==> src/design/sfs_pkg.sv <==
// ----------------------------------------------------------------------------
// sfs_pkg: shared types and constants of the sprite frame sequencer
// Beat payloads, item and play mode codes, register indexes, the controller
// state type and the command and status bundles between controller and datapath.
// ----------------------------------------------------------------------------
package sfs_pkg;

	// input beat
	typedef struct packed {
		logic [2:0]  mode;
		logic [31:0] delta_time;
		logic [7:0]  frame_index;
		logic [31:0] delay_value;
	} item_t;

	// result beat
	typedef struct packed {
		logic [7:0] current_frame;
		logic       is_playing;
		logic       moving_backward;
	} result_t;

	// item codes
	localparam logic [2:0] MODE_TICK   = 3'd0;
	localparam logic [2:0] MODE_LOAD   = 3'd1;
	localparam logic [2:0] MODE_PLAY   = 3'd2;
	localparam logic [2:0] MODE_STOP   = 3'd3;
	localparam logic [2:0] MODE_REWIND = 3'd4;
	localparam logic [2:0] MODE_SEEK   = 3'd5;

	// play modes
	localparam logic [1:0] PLAY_LOOP   = 2'd0;
	localparam logic [1:0] PLAY_ONCE   = 2'd1;
	localparam logic [1:0] PLAY_BOUNCE = 2'd2;

	// register indexes
	localparam int unsigned CFG_IDX_W = 2;
	localparam int unsigned CFG_DATA_W = 16;
	localparam logic [CFG_IDX_W-1:0] REG_PLAY_MODE   = 2'd0;
	localparam logic [CFG_IDX_W-1:0] REG_SPEED       = 2'd1;
	localparam logic [CFG_IDX_W-1:0] REG_FRAME_COUNT = 2'd2;

	localparam logic [15:0] SPEED_RESET = 16'd256;

	// controller states
	typedef enum logic [3:0] {
		ST_IDLE,
		ST_EXEC,
		ST_ACC,
		ST_SUM,
		ST_HOLD_RD,
		ST_HOLD,
		ST_DIV,
		ST_WALK_RD,
		ST_WALK,
		ST_DONE
	} seq_state_t;

	// controller to datapath
	typedef struct packed {
		logic latch;
		logic exec;
		logic mul;
		logic acc_upd;
		logic sum_clr;
		logic sum_step;
		logic div_start_sum;
		logic div_start_hold;
		logic div_step;
		logic div_end;
		logic walk_step;
		logic result_load;
	} seq_cmd_t;

	// datapath to controller
	typedef struct packed {
		logic [2:0] item_mode;
		logic [1:0] play_mode;
		logic       tick_skip;
		logic       sum_done;
		logic       div_done;
		logic       walk_more;
		logic       result_free;
	} seq_status_t;

endpackage

==> src/design/sfs_ctrl.sv <==
// ----------------------------------------------------------------------------
// sfs_ctrl: sequencing controller
// Walks each item through accept, execute, accumulate, table sum, divide,
// frame walk and result hand-off, issuing one command set per cycle.
// ----------------------------------------------------------------------------
module sfs_ctrl
	import sfs_pkg::*;
(
	input  logic        clk,
	input  logic        arst_n,
	input  logic        item_valid,
	output logic        item_stall,
	input  seq_status_t status,
	output seq_cmd_t    cmd
);

	seq_state_t state_q, state_d;

	// state register
	always_ff @(posedge clk or negedge arst_n) begin
		if (!arst_n) begin
			state_q <= ST_IDLE;
		end else begin
			state_q <= state_d;
		end
	end

	// take a new beat only when idle
	assign item_stall = (state_q != ST_IDLE);

	// next state and commands
	always_comb begin
		state_d = state_q;
		cmd     = '0;
		case (state_q)
			ST_IDLE: begin
				if (item_valid) begin
					cmd.latch = 1'b1;
					state_d   = ST_EXEC;
				end
			end
			ST_EXEC: begin
				if (status.item_mode == MODE_TICK) begin
					if (status.tick_skip) begin
						state_d = ST_DONE;
					end else begin
						cmd.mul = 1'b1;
						state_d = ST_ACC;
					end
				end else begin
					cmd.exec = 1'b1;
					state_d  = ST_DONE;
				end
			end
			ST_ACC: begin
				cmd.acc_upd = 1'b1;
				case (status.play_mode)
					PLAY_LOOP, PLAY_BOUNCE: begin
						cmd.sum_clr = 1'b1;
						state_d     = ST_SUM;
					end
					PLAY_ONCE: state_d = ST_HOLD_RD;
					default:   state_d = ST_DONE;
				endcase
			end
			ST_SUM: begin
				if (status.sum_done) begin
					cmd.div_start_sum = 1'b1;
					state_d           = ST_DIV;
				end else begin
					cmd.sum_step = 1'b1;
				end
			end
			ST_HOLD_RD: state_d = ST_HOLD;
			ST_HOLD: begin
				cmd.div_start_hold = 1'b1;
				state_d            = ST_DIV;
			end
			ST_DIV: begin
				if (status.div_done) begin
					cmd.div_end = 1'b1;
					state_d = (status.play_mode == PLAY_ONCE) ? ST_DONE : ST_WALK_RD;
				end else begin
					cmd.div_step = 1'b1;
				end
			end
			ST_WALK_RD: state_d = ST_WALK;
			ST_WALK: begin
				if (status.walk_more) begin
					cmd.walk_step = 1'b1;
					state_d       = ST_WALK_RD;
				end else begin
					state_d = ST_DONE;
				end
			end
			ST_DONE: begin
				if (status.result_free) begin
					cmd.result_load = 1'b1;
					state_d         = ST_IDLE;
				end
			end
			default: state_d = ST_IDLE;
		endcase
	end

endmodule

==> config.mk <==
export PLATFORM = sky130hd
export DESIGN_NAME = sfs_ctrl
export DESIGN_NICKNAME = d
export VERILOG_FILES = /design/src/design/sfs_pkg.sv /design/src/design/sfs_ctrl.sv
export SDC_FILE = /design/constraint.sdc
export NUM_CORES = 1
export LEC_CHECK = 0
export BUFFER_PORTS_ARGS = -buffer_cell sky130_fd_sc_hd__buf_2
export CAP_MARGIN = 20
export CORE_AREA = 2 2 39 41
export DETAILED_ROUTE_END_ITERATION = 8
export DIE_AREA = 0 0 41 43
export SYNTH_ARGS = -nofsm -noshare
export SYNTH_HDL_FRONTEND = slang
export SYNTH_SLANG_ARGS = --single-unit
==> constraint.sdc <==
create_clock -name clk -period 1.9 [get_ports clk]
set_input_delay 0.095 -clock clk [delete_from_list [all_inputs] [get_ports clk]]
set_output_delay 0.095 -clock clk [all_outputs]
set_load 0.01 [all_outputs]
## Yosys cells after proc, flatten, opt, wreduce, memory -nomap -nowiden

Index checks and enable logic that the tools add are counted.

- Bits of input ports: 13
- Word-level logic and storage cells: 51
- Register bits: 4
- Output and inout bits: 13

- Reductions and logical operators: 6
- Equality and inequality tests: 15
- Mux-type cells: 29

Operator list:

| cell | number |
|---|---|
| 4-bit one-hot mux with 10 select lines | 1 |
| 4-bit two-way mux | 8 |
| 4-bit by 3-bit == test with 1-bit output, second input constant | 4 |
| 1-bit two-way mux | 15 |
| 4-bit by 2-bit == test with 1-bit output, second input constant | 2 |
| 4-bit == test, second input constant | 2 |
| 2-bit two-way mux | 4 |
| 2-bit != test, second input constant | 4 |
| 4-bit one-hot mux with 2 select lines | 1 |
| 4-bit by 1-bit == test with 1-bit output, second input constant | 1 |
| 4-bit logical NOT | 1 |
| 4-bit AND reduction | 1 |
| 4-bit nonzero test | 1 |
| 3-bit logical NOT | 1 |
| 2-bit by 1-bit == test with 1-bit output, second input constant | 1 |
| 2-bit == test, second input constant | 1 |
| 2-bit logical NOT | 1 |
| 2-bit OR reduction | 1 |

## Depth between registers and ports, before layout

Gate-level depths: netlist of the first run.

- Word-level depth: 4
- Gate-level depth with buffers: 6
- Gate-level depth less buffers: 5

## Worst setup path before layout of the first run

No wires, ideal clock.

- Path kind: register to register
- Start: register state_q[2]
- End: register state_q[1]
- Stages on the path, launching flop included: 7
- Required time: 1.831 ns
- Setup slack: 0.538 ns
- Library setup time: 0.069 ns
- Arrival: 1.293 ns
- Period minus slack after synthesis: 1.362 ns
- Path buffers: 1
- Cells stage by stage: dfrtp_1 > buf_2 > nor2_2 > nand2_1 > nor3_1 > nor3_1 > nand3_1

- Cells in the longest elaborated chain, start to end: 3
- Elaborated cells on any way between the ends: 16
- Those cells by class: eq/ne (13); mux (1); reduce/logical (2)

RTL lines:

| element | RTL line | source |
|---|---|---|
| start, declared | sfs_ctrl.sv:17 | `seq_state_t state_q, state_d;` |
| start signal, assigned | sfs_ctrl.sv:24 | `state_q <= state_d;` |
| 4-bit by 2-bit == test with 1-bit output, or another cell as far along | sfs_ctrl.sv:35 | `case (state_q)` |
| 2-bit != test (no source line) | n/a |  |
| 4-bit AND reduction (no source line) | n/a |  |

Parallel ways exist; a longest one is shown, timed or not.
A chain may end at the register's enable or synchronous reset.

==> impl_metrics.json, run 1 <==
{
  "status": "completed",
  "die_h_um": 43,
  "drv_slew": 0,
  "port_buffers": 25,
  "htree_levels": 1,
  "max_freq_mhz": 606,
  "yosys_register_bits": 4,
  "first_pass_iters": 4,
  "ant_nets": 0,
  "cts_buffers": 3,
  "critPathKind": "reg2out",
  "cts_tree": "built",
  "wl_per_cell_um": 12.4,
  "area.sequential_um2": 100,
  "synth_cell_types": 25,
  "rows": 14,
  "nNetsFinal": 106,
  "synth.avg_cell_area_um2": 6.87,
  "multi_input_area_um2": 328,
  "place.gp.congestion": 0.867,
  "core_um2": 1380,
  "hp-class": "in2reg",
  "drt-total-wl_um": 1320,
  "leakagePower_nw": 0.313,
  "start_kind": "flip-flop",
  "cp_top_family": "simple AND/OR/NAND/NOR gates",
  "ir_drop_uv": 438,
  "dieArea_um2": 1760,
  "cp_slowest_cell": "dfrtp_1",
  "overflow": 0,
  "ys_warn_count": 0,
  "clockBufferDepth": 2,
  "ctsResizeCount": 0,
  "slowest_delay_ns": 0.53,
  "cts.clk_slew.worst_paths_ns": 0.04,
  "seq_area_frac_synth_pct": 22.4,
  "postCtsSetupRepairBufs": 0,
  "antenna_found_initial": 0,
  "max_slew_margin_pct": 68.3,
  "cts_root_buf": "clkbuf_4",
  "syn_inst": 65,
  "fin_crit_ns": 1.65,
  "ios": 26,
  "grt_pass1_vias": 513,
  "drive_above_1_share_pct": 33.0,
  "antenna_cells": 0,
  "place_ws_ns": 0.438,
  "finalCritPeriodShare_pct": 86.8,
  "grt_max_degree": 17,
  "p_per_area_nw_per_um2": 1440,
  "cp-end-kind": "output port",
  "fin_ws_ns": 0.250,
  "synth_nets": 78,
  "fin_tns_setup_ns": 0,
  "max_slew.worst_pin.slew_ns": 0.471,
  "avgViaCountPerCell": 5.38,
  "cp_max_fo": 15,
  "grt_usage_pct": 17.6,
  "critPathBufInv": 1,
  "setup_viol": 0,
  "crit_arrival_ns": 1.56,
  "rsz0062_at_grt": "no",
  "yosysTopAreaCell": "dfrtp_1",
  "hpwl_um": 1040,
  "synth_area_um2": 447,
  "grt_pass1_wl_um": 2150,
  "drv_cap": 0,
  "finalClockSkew_ns": 0.00313,
  "clk_latency_ns": 0.23,
  "drt-initial-drc-count": 17,
  "nFillCells": 144,
  "drc_errors": 0,
  "synth_top_area_share_pct": 22.4,
  "die_w_um": 41,
  "largest-register": "state_q",
  "largest_register_ffs": 4,
  "cts.sinks": 4,
  "crit_chain": "nor2_2, nand2_1, nor3_1, buf_2",
  "finalHoldViolCount": 0,
  "reg_top3": "state_q x4",
  "required_ns": 1.80,
  "num_vias": 576,
  "synthTopCellsByArea": "dfrtp_1 22%, and3_1 8.4%, nand2_1 7.6%",
  "start_util_pct": 32.3,
  "area_growth_pct": 36.4
}
## cell families (layout without fill, tap and decap cells)
group / count (synthesis) / count (layout) / synth area share (%)
AOI/OAI and AO/OA: 13 / 13 / 20.2
xor gates and xnor gates: 1 / 1 / 1.96
buffers and inverters: 4 / 30 / 4.20
DFF: 4 / 4 / 22.4
muxes: 1 / 1 / 2.52
and+or+nand+nor: 42 / 42 / 48.7
## final timing paths
| path | start | slack (ns) | to | depth (start not counted) |
|---|---|---|---|---|
| worst max-delay path | state_q[2]$_DFFE_PN0P_ | 0.25 | cmd[7] | 4 |
| worst min-delay path | status[0] | 0.08 | state_q[3]$_DFFE_PN0P_ | 2 |
| worst max register to register | state_q[2]$_DFFE_PN0P_ | 0.40 | state_q[1]$_DFFE_PN0P_ | 4 |
| worst min register to register | state_q[0]$_DFFE_PN0P_ | 0.76 | state_q[0]$_DFFE_PN0P_ | 1 |
| max in group asynchronous | arst_n | 1.57 | state_q[2]$_DFFE_PN0P_ | 2 |
| min in group asynchronous | arst_n | 0.20 | state_q[0]$_DFFE_PN0P_ | 2 |
## synth_stat cells (all sizes together)
master	count
a21oi	3
a22o	1
a311o	1
and3	6
and4	1
buf	3
dfrtp	4
inv	1
mux2	1
nand2	9
nand2b	3
nand3	1
nor2	8
nor2b	5
nor3	6
nor3b	1
nor4	2
o211ai	1
o21ai	1
o21bai	1
o22ai	3
o2bb2ai	1
o41ai	1
xnor2	1
## metrics by stage
| stage | hold WS, ns | util, % | instance area, um2 | power (W) | instances |
|---|---|---|---|---|---|
| 3_3_place_gp | -0.0942 | 41.7 | 577 | 0.000757 | 103 |
| 6_report | 0.0797 | 44.0 | 609 | 0.000879 | 107 |
| 5_1_grt | 0.0750 | 44.0 | 609 | 0.000961 | 107 |
| 4_1_cts | 0.0729 | 44.0 | 609 | 0.000876 | 107 |
| 2_1_floorplan | -0.201 | - | 447 | 0.000620 | 65 |
| 3_5_place_dp | -0.0885 | 41.7 | 577 | 0.000762 | 103 |
## worst register-to-register path, cell delays in order (launching register included)
cell and delay, ns:
dfrtp_1 0.61, nor2b_1 0.29, nand2_1 0.09, a311o_1 0.36, nand3_1 0.09
## final cells by class
type | count | area share (%)
Clock buffer | 3 | 3.70
Inverter | 1 | 0.616
Multi-Input combinational cell | 57 | 53.8
Sequential cell | 4 | 16.4
Tap cell | 16 | 3.29
Timing Repair Buffer | 26 | 22.2
## layout by cell type, fill, tap and decap left out, drive strengths merged
cell type    count
o22ai            3
dlygate4sd3      1
buf             25
and4             1
o2bb2ai          1
o21bai           1
o21ai            1
nand2            9
nor4             2
a22o             1
xnor2            1
and3             6
inv              1
nor2             8
clkbuf           3
mux2             1
o41ai            1
nand2b           3
nor3b            1
nor3             6
o211ai           1
nand3            1
nor2b            5
a311o            1
a21oi            3
dfrtp            4
## routing by layer
metal | track usage, % | part of all wire, % | vias to the layer above
met5 | 0 | 0 | -
met4 | 6.00 | 0 | 0
li1 | - | - | 293
met2 | 25.9 | 44 | 31
met3 | 3.14 | 6.8 | 0
met1 | 24.8 | 49 | 252
## power by group
| part | leakage (nW) | total [W] | switching, W | internal, W |
|---|---|---|---|---|
| sequential | 0.0498 | 0.000250 | 0.000124 | 0.000126 |
| combinational | 0.249 | 0.000522 | 0.000281 | 0.000241 |
| clock | 0.0138 | 0.000107 | 0.0000364 | 0.0000708 |
| total | 0.313 | 0.000879 | 0.000441 | 0.000438 |
## what timing repair did
action / 4_1_cts / 5_1_grt
endpoints found under the setup margin: 0 / 0
endpoints found under the hold margin: 4 / 0
hold buffers: 1 / 0
No activity file was read; power rests on OpenSTA's default activity.
==> inputs of run 2 (changes only) <==
--- a/config.mk
+++ b/config.mk
@@ -10,6 +10,7 @@
 export CORE_AREA = 2 2 39 41
 export DETAILED_ROUTE_END_ITERATION = 8
 export DIE_AREA = 0 0 41 43
+export PLACE_DENSITY = 0.63
 export SYNTH_ARGS = -nofsm -noshare
 export SYNTH_HDL_FRONTEND = slang
 export SYNTH_SLANG_ARGS = --single-unit
==> impl_metrics.json, run 2 (synthesis results as in run 1) <==
{
  "finalHoldViolCount": 0,
  "rows": 14,
  "ios": 26,
  "max_freq_mhz": 604,
  "cts_tree": "built",
  "final_common_cell": "buf_2",
  "num_vias": 567,
  "grt_pass1_vias": 533,
  "hpwl_um": 1030,
  "r2r_cells": 4,
  "rsz0062_at_grt": "no",
  "drv_slew": 0,
  "grt_pass1_wl_um": 2170,
  "clk_latency_ns": 0.24,
  "overflow": 0,
  "fin_util_pct": 44.0,
  "reg_top3": "state_q x4",
  "cts_buffers": 3,
  "clockBufferDepth": 2,
  "setup_viol": 0,
  "p_per_area_nw_per_um2": 1450,
  "fin_crit_ns": 1.66,
  "drive_above_1_share_pct": 33.0,
  "avgViaCountPerCell": 5.30,
  "largest_register_ffs": 4,
  "ctsResizeCount": 0,
  "cts.sinks": 4,
  "cp-end-kind": "output port",
  "grt_max_degree": 17,
  "cts.clk_slew.worst_paths_ns": 0.04,
  "status": "completed",
  "postCtsSetupRepairBufs": 0,
  "crit_arrival_ns": 1.56,
  "drt-initial-drc-count": 8,
  "largest-register": "state_q",
  "start_kind": "flip-flop",
  "drv_cap": 0,
  "cts_root_buf": "clkbuf_4",
  "die_h_um": 43,
  "whs_path_depth": 2,
  "cp_max_fo": 16,
  "wl_per_cell_um": 12.4,
  "hp-class": "in2reg",
  "start_util_pct": 32.3,
  "port_buffers": 25,
  "first_pass_iters": 4,
  "drc_errors": 0,
  "nNetsFinal": 106,
  "grt_usage_pct": 17.9,
  "required_ns": 1.80,
  "finalCritPeriodShare_pct": 87.2,
  "leakagePower_nw": 0.313,
  "max_slew.worst_pin.slew_ns": 0.470,
  "finalClockSkew_ns": 0.00269,
  "antenna_found_initial": 0,
  "fin_tns_setup_ns": 0,
  "ir_drop_uv": 514,
  "dieArea_um2": 1760,
  "antenna_cells": 0,
  "critPathKind": "reg2out",
  "area_growth_pct": 36.4,
  "htree_levels": 1,
  "core_um2": 1380,
  "die_w_um": 41,
  "drt-total-wl_um": 1330,
  "ant_nets": 0,
  "layout_common_cells": "25 x buf_2, 9 x nand2_1, 7 x nor2_1",
  "max_slew_margin_pct": 68.7,
  "place.gp.congestion": 0.846
}
## run 2: path summary, 6_finish.rpt
path                                        start                      to  slack, ns
max in group asynchronous                  arst_n  state_q[1]$_DFFE_PN0P_       1.58
min in group asynchronous                  arst_n  state_q[0]$_DFFE_PN0P_       0.20
max                        state_q[0]$_DFFE_PN0P_                  cmd[9]       0.24
min reg2reg                state_q[0]$_DFFE_PN0P_  state_q[0]$_DFFE_PN0P_       0.76
max reg2reg                state_q[2]$_DFFE_PN0P_  state_q[1]$_DFFE_PN0P_       0.37
min                                     status[0]  state_q[3]$_DFFE_PN0P_       0.09
## run 2: final cells by class
type,count,area [um2]
fill,159,774
multi-input combinational,57,328
timing repair buffer,26,135
sequential,4,100
clock buffer,3,22.5
tap,16,20.0
inverter,1,3.75
## run 2: worst max-delay path, cell delays in order, from the launching register on
cell     delay [ns]
dfrtp_1        0.59
nor2b_1        0.37
and3_1         0.23
buf_2          0.13
## run 2: report_power, final
| group | internal (W) | switching, W | total [W] |
|---|---|---|---|
| Clock | 0.0000709 | 0.0000389 | 0.000110 |
| Combinational | 0.000241 | 0.000280 | 0.000522 |
| Sequential | 0.000126 | 0.000125 | 0.000251 |
| Total | 0.000438 | 0.000445 | 0.000882 |
## run 2: repair_timing
item | CTS | global route
endpoints found under the setup margin | 0 | 0
hold buffers | 1 | 0
endpoints found under the hold margin | 4 | 0
## run 2: stage by stage
stage / setup WS [ns] / hold WS, ns / power (W) / cells / instance area, um2
6_report: 0.243 / 0.0864 / 0.000882 / 107 / 609
5_1_grt: 0.134 / 0.0845 / 0.000973 / 107 / 609
4_1_cts: 0.263 / 0.0831 / 0.000884 / 107 / 609
3_5_place_dp: 0.397 / -0.0909 / 0.000768 / 103 / 577
3_3_place_gp: 0.448 / -0.0938 / 0.000755 / 103 / 577
2_1_floorplan: 0.538 / -0.201 / 0.000620 / 65 / 447
## run 2: metal layers
metal / vias up / wire length (um) / GRT usage, %
met5: - / 0 / 0
met2: 25 / 593 / 27.8
met4: 0 / 0 / 4.00
met1: 250 / 631 / 22.8
met3: 0 / 104 / 6.28
li1: 292 / - / -
==> inputs of run 3 (changes only) <==
--- a/config.mk
+++ b/config.mk
@@ -11,6 +11,8 @@
 export DETAILED_ROUTE_END_ITERATION = 8
 export DIE_AREA = 0 0 41 43
 export PLACE_DENSITY = 0.63
+export RECOVER_POWER = 25
+export REMOVE_ABC_BUFFERS = 1
 export SYNTH_ARGS = -nofsm -noshare
 export SYNTH_HDL_FRONTEND = slang
 export SYNTH_SLANG_ARGS = --single-unit
==> impl_metrics.json, run 3 (synthesis results as in run 1) <==
{
  "ctsResizeCount": 0,
  "area_growth_pct": 36.1,
  "p_per_area_nw_per_um2": 1440,
  "max_slew_margin_pct": 68.8,
  "rsz0062_at_grt": "no",
  "antenna_cells": 0,
  "drt-total-wl_um": 1320,
  "clk_latency_ns": 0.24,
  "area.sequential_um2": 100,
  "clockBufferDepth": 2,
  "largest-register": "state_q",
  "grt_pass1_wl_um": 2230,
  "nFillCells": 150,
  "wl_per_cell_um": 12.3,
  "critPathKind": "reg2out",
  "crit_start": "state_q[2]$_DFFE_PN0P_",
  "htree_levels": 1,
  "largest_register_ffs": 4,
  "ant_nets": 0,
  "grt_usage_pct": 18.1,
  "hpwl_um": 1010,
  "drc_errors": 0,
  "p_sw_share_pct": 50.2,
  "finalCritPeriodShare_pct": 86.5,
  "pwr-share-clk_pct": 12.4,
  "cts.sinks": 4,
  "cp_max_fo": 15,
  "antenna_found_initial": 0,
  "start_kind": "flip-flop",
  "final_common_cell": "buf_2",
  "drv_cap": 0,
  "finalClockSkew_ns": 0.00140,
  "fin_crit_ns": 1.64,
  "drt-initial-drc-count": 16,
  "finalHoldViolCount": 0,
  "first_pass_iters": 4,
  "reg2reg_from": "state_q[2]$_DFFE_PN0P_",
  "max_slew.worst_pin.slew_ns": 0.464,
  "cts_buffers": 3,
  "core_um2": 1380,
  "dp.cells": 103,
  "p_int_w": 0.000437,
  "avgViaCountPerCell": 5.37,
  "postCtsSetupRepairBufs": 0,
  "nNetsFinal": 106,
  "max_freq_mhz": 609,
  "worstHoldStart": "status[0]",
  "ios": 26,
  "port_buffers": 25,
  "die_w_um": 41,
  "layout_common_cells": "24 x buf_2, 9 x nand2_1, 7 x nor2_1",
  "overflow": 0,
  "hp-class": "in2reg",
  "finalNonFillerCells": 107,
  "grt_pass1_vias": 545,
  "p_sw_w": 0.000440,
  "dieArea_um2": 1760,
  "seq_power_share_pct": 28.7,
  "pwr-share-comb_pct": 58.9,
  "multi_input_area_um2": 328,
  "place.gp.congestion": 0.849,
  "setup_viol": 0,
  "grt_max_degree": 17,
  "hold_ws_ns": 0.0934,
  "fin_tns_setup_ns": 0,
  "cts_root_buf": "clkbuf_4",
  "cp-end-kind": "output port",
  "num_vias": 575,
  "leakagePower_nw": 0.310,
  "cts.clk_slew.worst_paths_ns": 0.04,
  "drive_above_1_share_pct": 31.9,
  "cts_tree": "built",
  "drv_slew": 0,
  "reg_top3": "state_q x4",
  "required_ns": 1.80,
  "ir_drop_uv": 558,
  "start_util_pct": 32.3,
  "rows": 14,
  "die_h_um": 43,
  "status": "completed",
  "fin_util_pct": 43.9,
  "crit_arrival_ns": 1.55
}
-- run 3: cell count changes in the layout (fill, tap and decap cells not counted) --
cell	change
buf_2	-1
clkbuf_1	+1
-- run 3: stage by stage --
step                worst slack [ns]  total power (W)  instance area, um2
CTS                            0.253         0.000877                 609
global route                  0.0458         0.000975                 608
finish                         0.257         0.000877                 608
detailed placement             0.400         0.000762                 577
global placement               0.457         0.000752                 577
floorplan                      0.545         0.000595                 432
-- run 3: area by class of cell --
type	instances	share of cell area (%)
Clock buffer	3	3.70
Inverter	1	0.617
Sequential cell	4	16.5
Timing Repair Buffer	26	22.0
Multi-Input combinational cell	57	53.9
Tap cell	16	3.29
-- run 3: final timing paths --
path	endpoint	slack, ns	depth (start not counted)
setup / recovery	cmd[7]	0.26	4
hold / removal	state_q[3]$_DFFE_PN0P_	0.09	2
setup reg to reg	state_q[3]$_DFFE_PN0P_	0.39	5
hold reg to reg	state_q[0]$_DFFE_PN0P_	0.77	1
max in group asynchronous	state_q[2]$_DFFE_PN0P_	1.48	2
min in group asynchronous	state_q[3]$_DFFE_PN0P_	0.22	2
-- run 3: repair_timing --
item	CTS	global route
hold buffers	1	0
endpoints found under the setup margin	0	0
endpoints found under the hold margin	4	0
-- run 3: per-layer routing --
metal / vias up / track usage, % / part of all wire (%)
met1: 267 / 23.5 / 47
met4: 0 / 6.00 / 0
li1: 290 / - / -
met5: - / 0 / 0
met2: 18 / 28.7 / 47
met3: 0 / 3.14 / 5.5
-- run 3: power by group through the flow --
| stage | Combinational [W] | Sequential, W | Clock (W) |
|---|---|---|---|
| floorplan | 0.000382 | 0.000213 | 0 |
| global placement | 0.000509 | 0.000243 | 0 |
| detailed placement | 0.000516 | 0.000246 | 0 |
| CTS | 0.000517 | 0.000246 | 0.000114 |
| global route | 0.000592 | 0.000267 | 0.000116 |
| finish | 0.000516 | 0.000251 | 0.000109 |
-- run 3: critical path, cell delays in order, from the launching register on --
cell	delay (ns)
dfrtp_1	0.53
nor2_2	0.27
nand2_1	0.12
nor3_1	0.21
buf_2	0.18
